==> config.mk <==
export PLATFORM = sky130hd
export DESIGN_NAME = manchester_frame_transmitter_flat
export DESIGN_NICKNAME = d
export VERILOG_FILES = /design/src/hdl/mft_pkg.sv /design/src/hdl/mft_in_if.sv /design/src/hdl/mft_out_if.sv /design/src/hdl/mft_front.sv /design/src/hdl/mft_queue.sv /design/src/hdl/mft_back.sv /design/src/hdl/manchester_frame_transmitter.sv /design/src/flat_wrapper.sv
export SDC_FILE = /design/constraint.sdc
export NUM_CORES = 1
export LEC_CHECK = 0
export BUFFER_PORTS_ARGS = -buffer_cell sky130_fd_sc_hd__buf_2
export CAP_MARGIN = 20
export CORE_ASPECT_RATIO = 0.9
export CORE_UTILIZATION = 30
export CTS_CLUSTER_DIAMETER = 80
export DETAILED_ROUTE_END_ITERATION = 8
export PLACE_DENSITY_LB_ADDON = 0.05
export SLEW_MARGIN = 0
export SYNTH_ARGS = -nofsm -noshare
export SYNTH_HDL_FRONTEND = slang
export SYNTH_SLANG_ARGS = --single-unit
==> constraint.sdc <==
create_clock -name i_clk -period 4.5 [get_ports i_clk]
set_input_delay 1.35 -clock i_clk [delete_from_list [all_inputs] [get_ports i_clk]]
set_output_delay 1.35 -clock i_clk [all_outputs]
set_load 0.005 [all_outputs]
==> src/hdl/mft_pkg.sv <==
`timescale 1ns / 1ps
// ----------------------------------------------------------------------------
// mft_pkg
// Shared types and constants for the Manchester frame transmitter.
// ----------------------------------------------------------------------------
package mft_pkg;

    localparam logic [7:0] PREAMBLE_RESET    = 8'hFA;
    localparam int         QUEUE_DEPTH_DEF   = 2;
    localparam logic [3:0] LAST_HALF_BIT     = 4'd15;

    // One queued job: everything the back end needs for one frame byte.
    typedef struct packed {
        logic [7:0] preamble;
        logic       send_preamble;
        logic [7:0] data_byte;
        logic       end_of_frame;
    } t_cmd;

    typedef enum logic [1:0] {
        ST_IDLE,
        ST_PRE,
        ST_DATA,
        ST_TAIL
    } t_tx_state;

endpackage

==> src/hdl/mft_in_if.sv <==
`timescale 1ns / 1ps
// ----------------------------------------------------------------------------
// mft_in_if
// Byte channel into the transmitter: valid/ready plus frame byte fields.
// ----------------------------------------------------------------------------
interface mft_in_if;
    logic       valid;
    logic       ready;
    logic [7:0] data_byte;
    logic       end_of_frame;

    modport source (output valid, output data_byte, output end_of_frame, input ready);
    modport sink   (input valid, input data_byte, input end_of_frame, output ready);
endinterface

==> src/hdl/mft_out_if.sv <==
`timescale 1ns / 1ps
// ----------------------------------------------------------------------------
// mft_out_if
// Symbol channel out of the transmitter: valid/ready plus line symbol fields.
// ----------------------------------------------------------------------------
interface mft_out_if;
    logic valid;
    logic ready;
    logic line_level;
    logic last_of_run;
    logic idle_marker;

    modport source (output valid, output line_level, output last_of_run,
                    output idle_marker, input ready);
    modport sink   (input valid, input line_level, input last_of_run,
                    input idle_marker, output ready);
endinterface

==> src/hdl/mft_front.sv <==
`timescale 1ns / 1ps
// ----------------------------------------------------------------------------
// mft_front
// Accepts frame bytes, tracks frame state, and builds queue jobs.
// ----------------------------------------------------------------------------
module mft_front (
    input  logic          i_clk,
    input  logic          i_rst_n,
    input  logic          i_cfg_we,
    input  logic [7:0]    i_cfg_data,
    mft_in_if.sink        i_in,
    input  logic          i_q_full,
    output logic          o_q_push,
    output mft_pkg::t_cmd o_q_cmd
);
    import mft_pkg::*;

    logic       r_frame_open;
    logic       n_frame_open;
    logic [7:0] r_preamble;

    assign i_in.ready = !i_q_full;
    assign o_q_push   = i_in.valid && !i_q_full;

    always_comb begin
        o_q_cmd.preamble      = r_preamble;
        o_q_cmd.send_preamble = !r_frame_open;
        o_q_cmd.data_byte     = i_in.data_byte;
        o_q_cmd.end_of_frame  = i_in.end_of_frame;
        n_frame_open          = r_frame_open;
        if (o_q_push) begin
            // last byte closes the frame, anything else leaves it open
            n_frame_open = !i_in.end_of_frame;
        end
    end

    always_ff @(posedge i_clk) begin
        if (!i_rst_n) begin
            r_frame_open <= 1'b0;
            r_preamble   <= PREAMBLE_RESET;
        end else begin
            r_frame_open <= n_frame_open;
            if (i_cfg_we) begin
                r_preamble <= i_cfg_data;
            end
        end
    end

endmodule

==> src/hdl/mft_queue.sv <==
`timescale 1ns / 1ps
// ----------------------------------------------------------------------------
// mft_queue
// Small job FIFO between front and back ends.
// ----------------------------------------------------------------------------
module mft_queue #(
    parameter int DEPTH = mft_pkg::QUEUE_DEPTH_DEF
) (
    input  logic          i_clk,
    input  logic          i_rst_n,
    input  logic          i_push,
    input  mft_pkg::t_cmd i_cmd,
    output logic          o_full,
    input  logic          i_pop,
    output logic          o_valid,
    output mft_pkg::t_cmd o_cmd
);
    import mft_pkg::*;

    localparam int AW = (DEPTH > 1) ? $clog2(DEPTH) : 1;
    localparam int CW = $clog2(DEPTH + 1);
    localparam logic [AW-1:0] LAST_PTR = AW'(DEPTH - 1);
    localparam logic [CW-1:0] FULL_CNT = CW'(DEPTH);

    t_cmd          r_mem [DEPTH];
    logic [AW-1:0] r_wr_ptr;
    logic [AW-1:0] r_rd_ptr;
    logic [CW-1:0] r_count;
    logic          w_push;
    logic          w_pop;

    assign o_full  = (r_count == FULL_CNT);
    assign o_valid = (r_count != '0);
    assign o_cmd   = r_mem[r_rd_ptr];
    assign w_push  = i_push && !o_full;
    assign w_pop   = i_pop && o_valid;

    always_ff @(posedge i_clk) begin
        if (w_push) begin
            r_mem[r_wr_ptr] <= i_cmd;
        end
    end

    always_ff @(posedge i_clk) begin
        if (!i_rst_n) begin
            r_wr_ptr <= '0;
            r_rd_ptr <= '0;
            r_count  <= '0;
        end else begin
            if (w_push) begin
                r_wr_ptr <= (r_wr_ptr == LAST_PTR) ? '0 : r_wr_ptr + 1'b1;
            end
            if (w_pop) begin
                r_rd_ptr <= (r_rd_ptr == LAST_PTR) ? '0 : r_rd_ptr + 1'b1;
            end
            case ({w_push, w_pop})
                2'b10:   r_count <= r_count + 1'b1;
                2'b01:   r_count <= r_count - 1'b1;
                default: r_count <= r_count;
            endcase
        end
    end

endmodule

==> src/hdl/mft_back.sv <==
`timescale 1ns / 1ps
// ----------------------------------------------------------------------------
// mft_back
// Serializes queued jobs into Manchester half-bit symbols, one per cycle unless
// the output stalls, through a registered output stage.
// ----------------------------------------------------------------------------
module mft_back (
    input  logic          i_clk,
    input  logic          i_rst_n,
    input  logic          i_q_valid,
    input  mft_pkg::t_cmd i_q_cmd,
    output logic          o_q_pop,
    mft_out_if.source     o_out
);
    import mft_pkg::*;

    t_tx_state  r_state, n_state;
    logic [7:0] r_shift, n_shift;
    logic [7:0] r_data,  n_data;
    logic       r_eof,   n_eof;
    logic [3:0] r_idx,   n_idx;

    logic r_out_valid, n_out_valid;
    logic r_level,     n_level;
    logic r_last,      n_last;
    logic r_idle,      n_idle;

    logic w_adv;
    logic w_done;
    logic w_load;
    logic w_sym_level;
    logic w_sym_last;
    logic w_sym_idle;

    assign w_adv = !r_out_valid || o_out.ready;

    assign o_out.valid       = r_out_valid;
    assign o_out.line_level  = r_level;
    assign o_out.last_of_run = r_last;
    assign o_out.idle_marker = r_idle;

    always_comb begin
        n_state     = r_state;
        n_shift     = r_shift;
        n_data      = r_data;
        n_eof       = r_eof;
        n_idx       = r_idx;
        n_out_valid = r_out_valid;
        n_level     = r_level;
        n_last      = r_last;
        n_idle      = r_idle;
        w_done      = 1'b0;
        w_sym_level = r_idx[0] ? !r_shift[7] : r_shift[7];
        w_sym_last  = 1'b0;
        w_sym_idle  = 1'b0;

        case (r_state)
            ST_IDLE: begin
                w_done = 1'b1;
            end
            ST_PRE: begin
                if (w_adv) begin
                    n_idx   = r_idx + 1'b1;
                    n_shift = r_idx[0] ? {r_shift[6:0], 1'b0} : r_shift;
                    if (r_idx == LAST_HALF_BIT) begin
                        n_state = ST_DATA;
                        n_shift = r_data;
                    end
                end
            end
            ST_DATA: begin
                w_sym_last = (r_idx == LAST_HALF_BIT) && !r_eof;
                if (w_adv) begin
                    n_idx   = r_idx + 1'b1;
                    n_shift = r_idx[0] ? {r_shift[6:0], 1'b0} : r_shift;
                    if (r_idx == LAST_HALF_BIT) begin
                        if (r_eof) begin
                            n_state = ST_TAIL;
                        end else begin
                            w_done = 1'b1;
                        end
                    end
                end
            end
            ST_TAIL: begin
                w_sym_level = 1'b0;
                w_sym_last  = 1'b1;
                w_sym_idle  = 1'b1;
                w_done      = w_adv;
            end
            default: begin
                w_done = 1'b1;
            end
        endcase

        // output stage takes a symbol whenever it frees up
        if (w_adv) begin
            n_out_valid = (r_state != ST_IDLE);
            n_level     = w_sym_level;
            n_last      = w_sym_last;
            n_idle      = w_sym_idle;
        end

        w_load = w_done && i_q_valid && (w_adv || r_state == ST_IDLE);
        if (w_done && !w_load) begin
            n_state = ST_IDLE;
        end
        if (w_load) begin
            n_state = i_q_cmd.send_preamble ? ST_PRE : ST_DATA;
            n_shift = i_q_cmd.send_preamble ? i_q_cmd.preamble : i_q_cmd.data_byte;
            n_data  = i_q_cmd.data_byte;
            n_eof   = i_q_cmd.end_of_frame;
            n_idx   = '0;
        end
        o_q_pop = w_load;
    end

    always_ff @(posedge i_clk) begin
        if (!i_rst_n) begin
            r_state     <= ST_IDLE;
            r_out_valid <= 1'b0;
        end else begin
            r_state     <= n_state;
            r_out_valid <= n_out_valid;
        end
    end

    always_ff @(posedge i_clk) begin
        r_shift <= n_shift;
        r_data  <= n_data;
        r_eof   <= n_eof;
        r_idx   <= n_idx;
        r_level <= n_level;
        r_last  <= n_last;
        r_idle  <= n_idle;
    end

endmodule

==> src/hdl/manchester_frame_transmitter.sv <==
`timescale 1ns / 1ps
// First symbol path: queue register, back-end state register, output register.
// Throughput: one half-bit symbol per cycle from the back-end serializer unless
//   output stalls; a byte is 16 symbols (32 opening a frame, +1 closing one).
// The job queue lets the next byte transfer while the current one is still sent.
// Reset (synchronous, active low): no frame open, queue empty, preamble = 0xFA.
// ----------------------------------------------------------------------------
// manchester_frame_transmitter
// Manchester line coder for framed byte streams with a programmable preamble.
// ----------------------------------------------------------------------------
module manchester_frame_transmitter #(
    parameter int QUEUE_DEPTH = mft_pkg::QUEUE_DEPTH_DEF
) (
    input  logic       i_clk,
    input  logic       i_rst_n,
    input  logic       i_cfg_we,
    input  logic [7:0] i_cfg_data,
    mft_in_if.sink     i_in,
    mft_out_if.source  o_out
);
    import mft_pkg::*;

    // front -> queue
    logic w_push;
    logic w_full;
    t_cmd w_push_cmd;

    // queue -> back
    logic w_pop;
    logic w_q_valid;
    t_cmd w_q_cmd;

    // Front end: owns the preamble register and the frame-open flag, and
    // decides per byte whether a preamble must be sent first.
    mft_front u_front (
        .i_clk      (i_clk),
        .i_rst_n    (i_rst_n),
        .i_cfg_we   (i_cfg_we),
        .i_cfg_data (i_cfg_data),
        .i_in       (i_in),
        .i_q_full   (w_full),
        .o_q_push   (w_push),
        .o_q_cmd    (w_push_cmd)
    );

    // Job queue: decouples byte transfers from symbol output backpressure.
    mft_queue #(
        .DEPTH (QUEUE_DEPTH)
    ) u_queue (
        .i_clk   (i_clk),
        .i_rst_n (i_rst_n),
        .i_push  (w_push),
        .i_cmd   (w_push_cmd),
        .o_full  (w_full),
        .i_pop   (w_pop),
        .o_valid (w_q_valid),
        .o_cmd   (w_q_cmd)
    );

    // Back end: preamble, data bits MSB first (level then inverse), and the
    // trailing low idle symbol at end of frame; last_of_run marks the final
    // symbol of each job. Next job loads on the same cycle the last symbol goes.
    mft_back u_back (
        .i_clk     (i_clk),
        .i_rst_n   (i_rst_n),
        .i_q_valid (w_q_valid),
        .i_q_cmd   (w_q_cmd),
        .o_q_pop   (w_pop),
        .o_out     (o_out)
    );

endmodule
==> src/flat_wrapper.sv <==
// flat-port wrapper written by rule: the top's interface ports become plain ports
module manchester_frame_transmitter_flat import mft_pkg::*;
#(
    parameter int QUEUE_DEPTH = mft_pkg::QUEUE_DEPTH_DEF
)
  (i_clk, i_rst_n, i_cfg_we, i_cfg_data, i_in_valid, i_in_data_byte, i_in_end_of_frame, i_in_ready, o_out_valid, o_out_line_level, o_out_last_of_run, o_out_idle_marker, o_out_ready);
  mft_in_if i_in_i ();
  mft_out_if o_out_i ();
  input  logic i_clk;
  input  logic i_rst_n;
  input  logic i_cfg_we;
  input  logic [7:0] i_cfg_data;
  input wire logic [$bits(i_in_i.valid)-1:0] i_in_valid;
  input wire logic [$bits(i_in_i.data_byte)-1:0] i_in_data_byte;
  input wire logic [$bits(i_in_i.end_of_frame)-1:0] i_in_end_of_frame;
  output wire logic [$bits(i_in_i.ready)-1:0] i_in_ready;
  output wire logic [$bits(o_out_i.valid)-1:0] o_out_valid;
  output wire logic [$bits(o_out_i.line_level)-1:0] o_out_line_level;
  output wire logic [$bits(o_out_i.last_of_run)-1:0] o_out_last_of_run;
  output wire logic [$bits(o_out_i.idle_marker)-1:0] o_out_idle_marker;
  input wire logic [$bits(o_out_i.ready)-1:0] o_out_ready;
  assign i_in_i.valid = i_in_valid;
  assign i_in_i.data_byte = i_in_data_byte;
  assign i_in_i.end_of_frame = i_in_end_of_frame;
  assign i_in_ready = i_in_i.ready;
  assign o_out_valid = o_out_i.valid;
  assign o_out_line_level = o_out_i.line_level;
  assign o_out_last_of_run = o_out_i.last_of_run;
  assign o_out_idle_marker = o_out_i.idle_marker;
  assign o_out_i.ready = o_out_ready;
  manchester_frame_transmitter #(.QUEUE_DEPTH(QUEUE_DEPTH)) u_core (.i_clk(i_clk), .i_rst_n(i_rst_n), .i_cfg_we(i_cfg_we), .i_cfg_data(i_cfg_data), .i_in(i_in_i), .o_out(o_out_i));
endmodule
# Yosys cells after proc, flatten, opt, wreduce, memory -nomap -nowiden
# Memory sizes are Yosys's and may differ from the RTL's. A register that Yosys moved wholly into a read port is not among the register bits.
# Cells that the tools add are included.
[classes] shifts=0 add_sub_neg=5 muxes=30 reduce_logical=26 n_div=0 multipliers=0 n_eq_ne=14 n_bitwise=0 n_lt_le_gt_ge=0
[op_table] op="$mux 8" n=6
[op_table] op="$ne 4x3->1 const B" n=5
[op_table] op="$mux 2" n=8
[op_table] op="$pmux 8 s2" n=1
[op_table] op="$mux 1" n=11
[op_table] op="$eq 2x2->1 const B" n=4
[op_table] op="$pmux 2 s2" n=2
[op_table] op="$logic_and 1x1->1" n=7
[op_table] op="$logic_not 1->1" n=7
[op_table] op="$ne 3x2->1 const B" n=2
[op_table] op="$reduce_and 6->1" n=1
[op_table] op="$reduce_bool 2->1" n=3
[op_table] op="$add 4x1->4 const B" n=1
[op_table] op="$eq 2x1->1 const B" n=2
[op_table] op="$eq 4x4->1 const B" n=1
[op_table] op="$reduce_bool 4->1" n=1
[op_table] op="$pmux 1 s3" n=1
[op_table] op="$reduce_and 3->1" n=1
[op_table] op="$reduce_bool 3->1" n=1
[op_table] op="$add 1x1->1 const B" n=2
[op_table] op="$add 2x1->2 const B" n=1
[op_table] op="$logic_not 2->1" n=1
[op_table] op="$logic_or 1x1->1" n=2
[op_table] op="$pmux 1 s2" n=1
[op_table] op="3 further kinds" n=3
[totals] n_memories=1 output_inout_bits=5 in_bits=22 wordCells=90 latchBits=0 rom_bits=0 reg_bits=40 ramBits=36
[mem_list] memory="u_core.u_queue.r_mem" words=2 width=18 rd=1 rd_ports_with_merged_regs=1 write_ports=1 line_no="mft_queue.sv:25" rtl="t_cmd r_mem [DEPTH];"

# Depth between registers and ports, before layout
[depth] word_depth=10 ltp_mapped=12 depth_no_buf=10

# Hierarchy
# A second synthesis with hierarchy kept.
[hier_totals] hier_cells=247 area_unflattened_um2=3424.5
[by_module_without_submodules] mod="mft_queue" instances=1 cells_per_inst=82 seq_area_each_um2=1181.1 area_each_um2=1532.7
[by_module_without_submodules] mod="mft_back" instances=1 cells_per_inst=124 seq_area_each_um2=740.7 area_each_um2=1481.4
[by_module_without_submodules] mod="mft_front" instances=1 cells_per_inst=41 seq_area_each_um2=180.2 area_each_um2=410.4

# Worst setup path before layout
# OpenSTA, ideal clock, no wires.
[synth_path] path_type="input to register" start="input port o_out_ready" end="register u_core.u_queue.r_count[1]" cell_stages=8 slack_ps=1626 required_ps=4424 arrival_time_ps=2799 setup_ps=76 path_cell_list="nor3b_1 -> nor2_1 -> nand3_1 -> buf_4 -> inv_2 -> ha_1 -> or3_1 -> a21boi_0"
[synth_via] elab_chain_len=8
[synth_rtl] element="start, declared" line_no="flat_wrapper.sv:21" rtl="input wire logic [$bits(o_out_i.ready)-1:0] o_out_ready;"
[synth_rtl] element="$logic_or 1x1->1 *" line_no="mft_back.sv:35" rtl="assign w_adv = !r_out_valid || o_out.ready;"
[synth_rtl] element="$mux 1" line_no="mft_back.sv:73" rtl="if (w_adv) begin"
[synth_rtl] element="$pmux 1 s3" line_no="mft_back.sv:57" rtl="case (r_state)"
[synth_rtl] element="$logic_and 1x1->1" line_no="mft_back.sv:104" rtl="w_load = w_done && i_q_valid && (w_adv || r_state == ST_IDLE);"
[synth_rtl] element="$logic_and 1x1->1 *" line_no="mft_back.sv:104"
[synth_rtl] element="$logic_and 1x1->1 *" line_no="mft_queue.sv:36" rtl="assign w_pop = i_pop && o_valid;"
[synth_rtl] element="via u_core.u_queue.w_pop" line_no="mft_queue.sv:30" rtl="logic w_pop;"
[synth_rtl] element="$eq 2x1->1 / $eq 2x2->1 (equally long branches)" line_no="mft_queue.sv:56" rtl="case ({w_push, w_pop})"
[synth_rtl] element="$pmux 2 s2 / $reduce_bool 2->1 (equally long branches)"
[synth_rtl] element="end signal, assigned" line_no="mft_queue.sv:57" rtl="2'b10: r_count <= r_count + 1'b1;"
[synth_rtl] element="end signal, assigned" line_no="mft_queue.sv:58" rtl="2'b01: r_count <= r_count - 1'b1;"
[synth_rtl] element="end signal, assigned" line_no="mft_queue.sv:59" rtl="default: r_count <= r_count;"
[synth_rtl] element="end, declared" line_no="mft_queue.sv:28" rtl="logic [CW-1:0] r_count;"
# Mark *: on every way through the listed nets, which the timed path passes. The rest lies on a longest branch.
# A chain may end at the register's enable or synchronous reset.

# Worst setup path in the final report
# Same ends and word-level chain as after synthesis.

==> results.ini <==
[sta]
period_minus_slack_ns=2.92
clock.fmax_mhz=342
rsz0062_at_grt=no
skew_ns=0.00928
setup_ws_ns=1.58
hold_violations=0
setup_tns_ns=0
tightest_slew_ns=0.901
maxSlewHeadroom_pct=39.9
setup-violations-final=0
slew_violations=0
post-route-period-util_pct=65.0

[synth]
synth_top_area_cell=edfxtp_1
yosysTopAreaCellShare_pct=50.7
synth_warnings=0
syn_area_per_cell_um2=13.2
ys_types=41
synth_edf_count=56
synth_area_mm2=0.00332
synth_nets=280
yosys_most_used_dff=edfxtp_1
synthTopCellsByArea=edfxtp_1, dfxtp_1, mux2i_1
syn_inst=252
synth_commonest_cells=edfxtp_1, mux2i_1, dfxtp_1, nand2_1, nor2_1
synthMostInstantiatedCell=edfxtp_1
ys_seq_area_share_pct=63.3
synthArstFlopShare_pct=0
ys_ff_latch=77

[grt]
antenna_found_initial=0
track_usage_pct=11.8
grt_max_degree=21
grt_pass1_vias=1882
grt_pass1_wl_um=9980
grt_remaining_overflow=0

[die]
fp.dieW_um=113
core_area_mm2=0.0108
row_count=36
die_h_um=102
initial_utilization_pct=30.7
ios=27
die_area_mm2=0.0115

[critical_path]
criticalPathCategory=input pin to flop
r2r-start=u_core.u_back.r_state[1]
critPathMaxFanout=20
worstSetupStartpoint=o_out_ready
end_kind=flop
start_kind=input pin
cp.required_ns=4.76
critPathArrivalTime_ns=3.18

[cts]
htreeDepth=3
cts_max_path_buffers=2
cts_root_buf=clkbuf_16
hold_buffers=0
cts_tree=yes
cts_buffers=9
post-cts-setup-buffers=0
clock_latency_ns=0.33
clock_sink_count=77
ctsResizeCount=0
clkSlewWorstSetupHoldPaths_ns=0.06

[placement]
gp_congestion=0.720
io_buffers=26
dpl_worst_slack_ns=1.21
hpwl_um=4090
postPlaceCellArea_mm2=0.00357

[final_layout]
num-nets-final=308
multi_input_area_mm2=0.00112
syn_to_final_growth_pct=16.8
fin_area_mm2=0.00388
diodes=0
fill_cells=1063
drive_gt1_share_pct=22.1
ff_latch_area_mm2=0.00210

[pwr]
swShare_pct=32.1
combinationalPowerShare_pct=30.3
vdd_ir_drop_max_uv=203
p_int_uw=1800
p_leak_uw=0.00144
seqPwrFrac_pct=42.2
clockPowerShare_pct=27.5
powerDensity_mw_per_mm2=684
power_switching_uw=853

[min_path]
min-delay-start=u_core.u_front.r_preamble[3]
min-delay-path-class=flop to flop

[drt]
wire_per_inst_um=14.2
ant_nets=0
first_pass_iters=4
drc=0
vias=1851
first_iter_violations=55
routed_via_density=4.43
finalWirelength_um=5930

[job]
cap_viol_max_count=0

[status]
run_status=completed

registers in the layout, indices dropped and copies added, names as in the netlist, named ones only:
name and count:
u_core.u_back.r_state 2, u_core.u_back.r_eof 1, u_core.u_queue.r_mem 36, u_core.u_back.r_shift 8
u_core.u_queue.r_rd_ptr 1, u_core.u_queue.r_wr_ptr 1, u_core.u_back.o_out.last_of_run 1, u_core.u_front.r_preamble 8
u_core.u_queue.r_count 2, u_core.u_back.o_out.line_level 1, u_core.u_front.r_frame_open 1, u_core.u_back.r_data 8
u_core.u_back.o_out.idle_marker 1, u_core.u_back.o_out.valid 1, u_core.u_back.r_idx 4
worst max-delay path, cell delays in order:
cell	delay [ns]
buf_2	0.10
nor3b_1	0.30
nor2_1	0.13
nand3_1	0.09
buf_4	0.24
inv_2	0.10
ha_1	0.34
or3_1	0.36
a21boi_0	0.17
final timing paths:
kind                                  to  slack (ns)  depth (start not counted)
max reg2reg    u_core.u_queue.r_count[1]        1.82                         10
max            u_core.u_queue.r_count[1]        1.58                          9
min reg2reg  u_core.u_queue.r_mem[0][13]        0.46                          0
min          u_core.u_queue.r_mem[0][13]        0.46                          0
area by class of cell:
class / instances / area share [%]
Tap cell: 133 / 4.29
Multi-Input combinational cell: 156 / 29.0
Clock inverter: 5 / 1.13
Sequential cell: 77 / 54.2
Inverter: 7 / 0.677
Timing Repair Buffer: 29 / 3.94
Clock buffer: 11 / 6.81
per-stage QoR:
stage | total power [uW] | instances | hold slack [ns] | util, %
2_1_floorplan | 1760 | 252 | 0.425 | -
5_1_grt | 2850 | 418 | 0.475 | 35.9
6_report | 2650 | 418 | 0.461 | 35.9
3_3_place_gp | 1970 | 402 | 0.444 | 33.0
3_5_place_dp | 1960 | 402 | 0.449 | 33.0
4_1_cts | 2710 | 418 | 0.466 | 35.9
kinds of logic after synthesis:
family	Yosys count	share of synthesized area, %
muxes	37	12.1
DFF	77	63.3
AOI/OAI and AO/OA	41	8.14
and+or+nand+nor	64	9.27
buffers and inverters	19	2.83
adders and majority gates	6	2.26
xor gates and xnor gates	8	2.11
routing by layer:
metal | vias to the layer above | part of all wire, % | GRT usage, %
met1 | 842 | 53 | 15.8
met3 | 7 | 3.6 | 3.95
met2 | 32 | 43 | 17.8
met5 | - | 0 | 0
li1 | 970 | - | -
met4 | 0 | 1.2 | 4.55
cells in the final DEF, fill, tap and decap left out, types with 2 or more instances in the layout:
| master | n |
|---|---|
| nor2b_1 | 5 |
| and2_1 | 5 |
| mux2_2 | 10 |
| nand2_1 | 19 |
| nand3_1 | 5 |
| o21ai_0 | 7 |
| dfxtp_1 | 21 |
| mux2i_1 | 25 |
| o211ai_1 | 6 |
| clkbuf_16 | 10 |
| xnor2_1 | 6 |
| inv_1 | 6 |
| a21boi_0 | 2 |
| buf_4 | 3 |
| a21oi_1 | 10 |
| nand2b_1 | 3 |
| o21ai_1 | 6 |
| edfxtp_1 | 56 |
| ha_1 | 6 |
| a211oi_1 | 2 |
| xor2_1 | 2 |
| nor2_1 | 19 |
| inv_6 | 5 |
| and3_1 | 2 |
| o221a_1 | 2 |
| buf_2 | 26 |
power by group through the flow:
stage	clock (uW)	combinational [uW]	sequential, uW
floorplan	0	670	1090
global placement	0	832	1140
detailed placement	0	825	1140
CTS	752	828	1130
global route	779	923	1150
finish	730	805	1120
(Power assumes the default switching activity.)
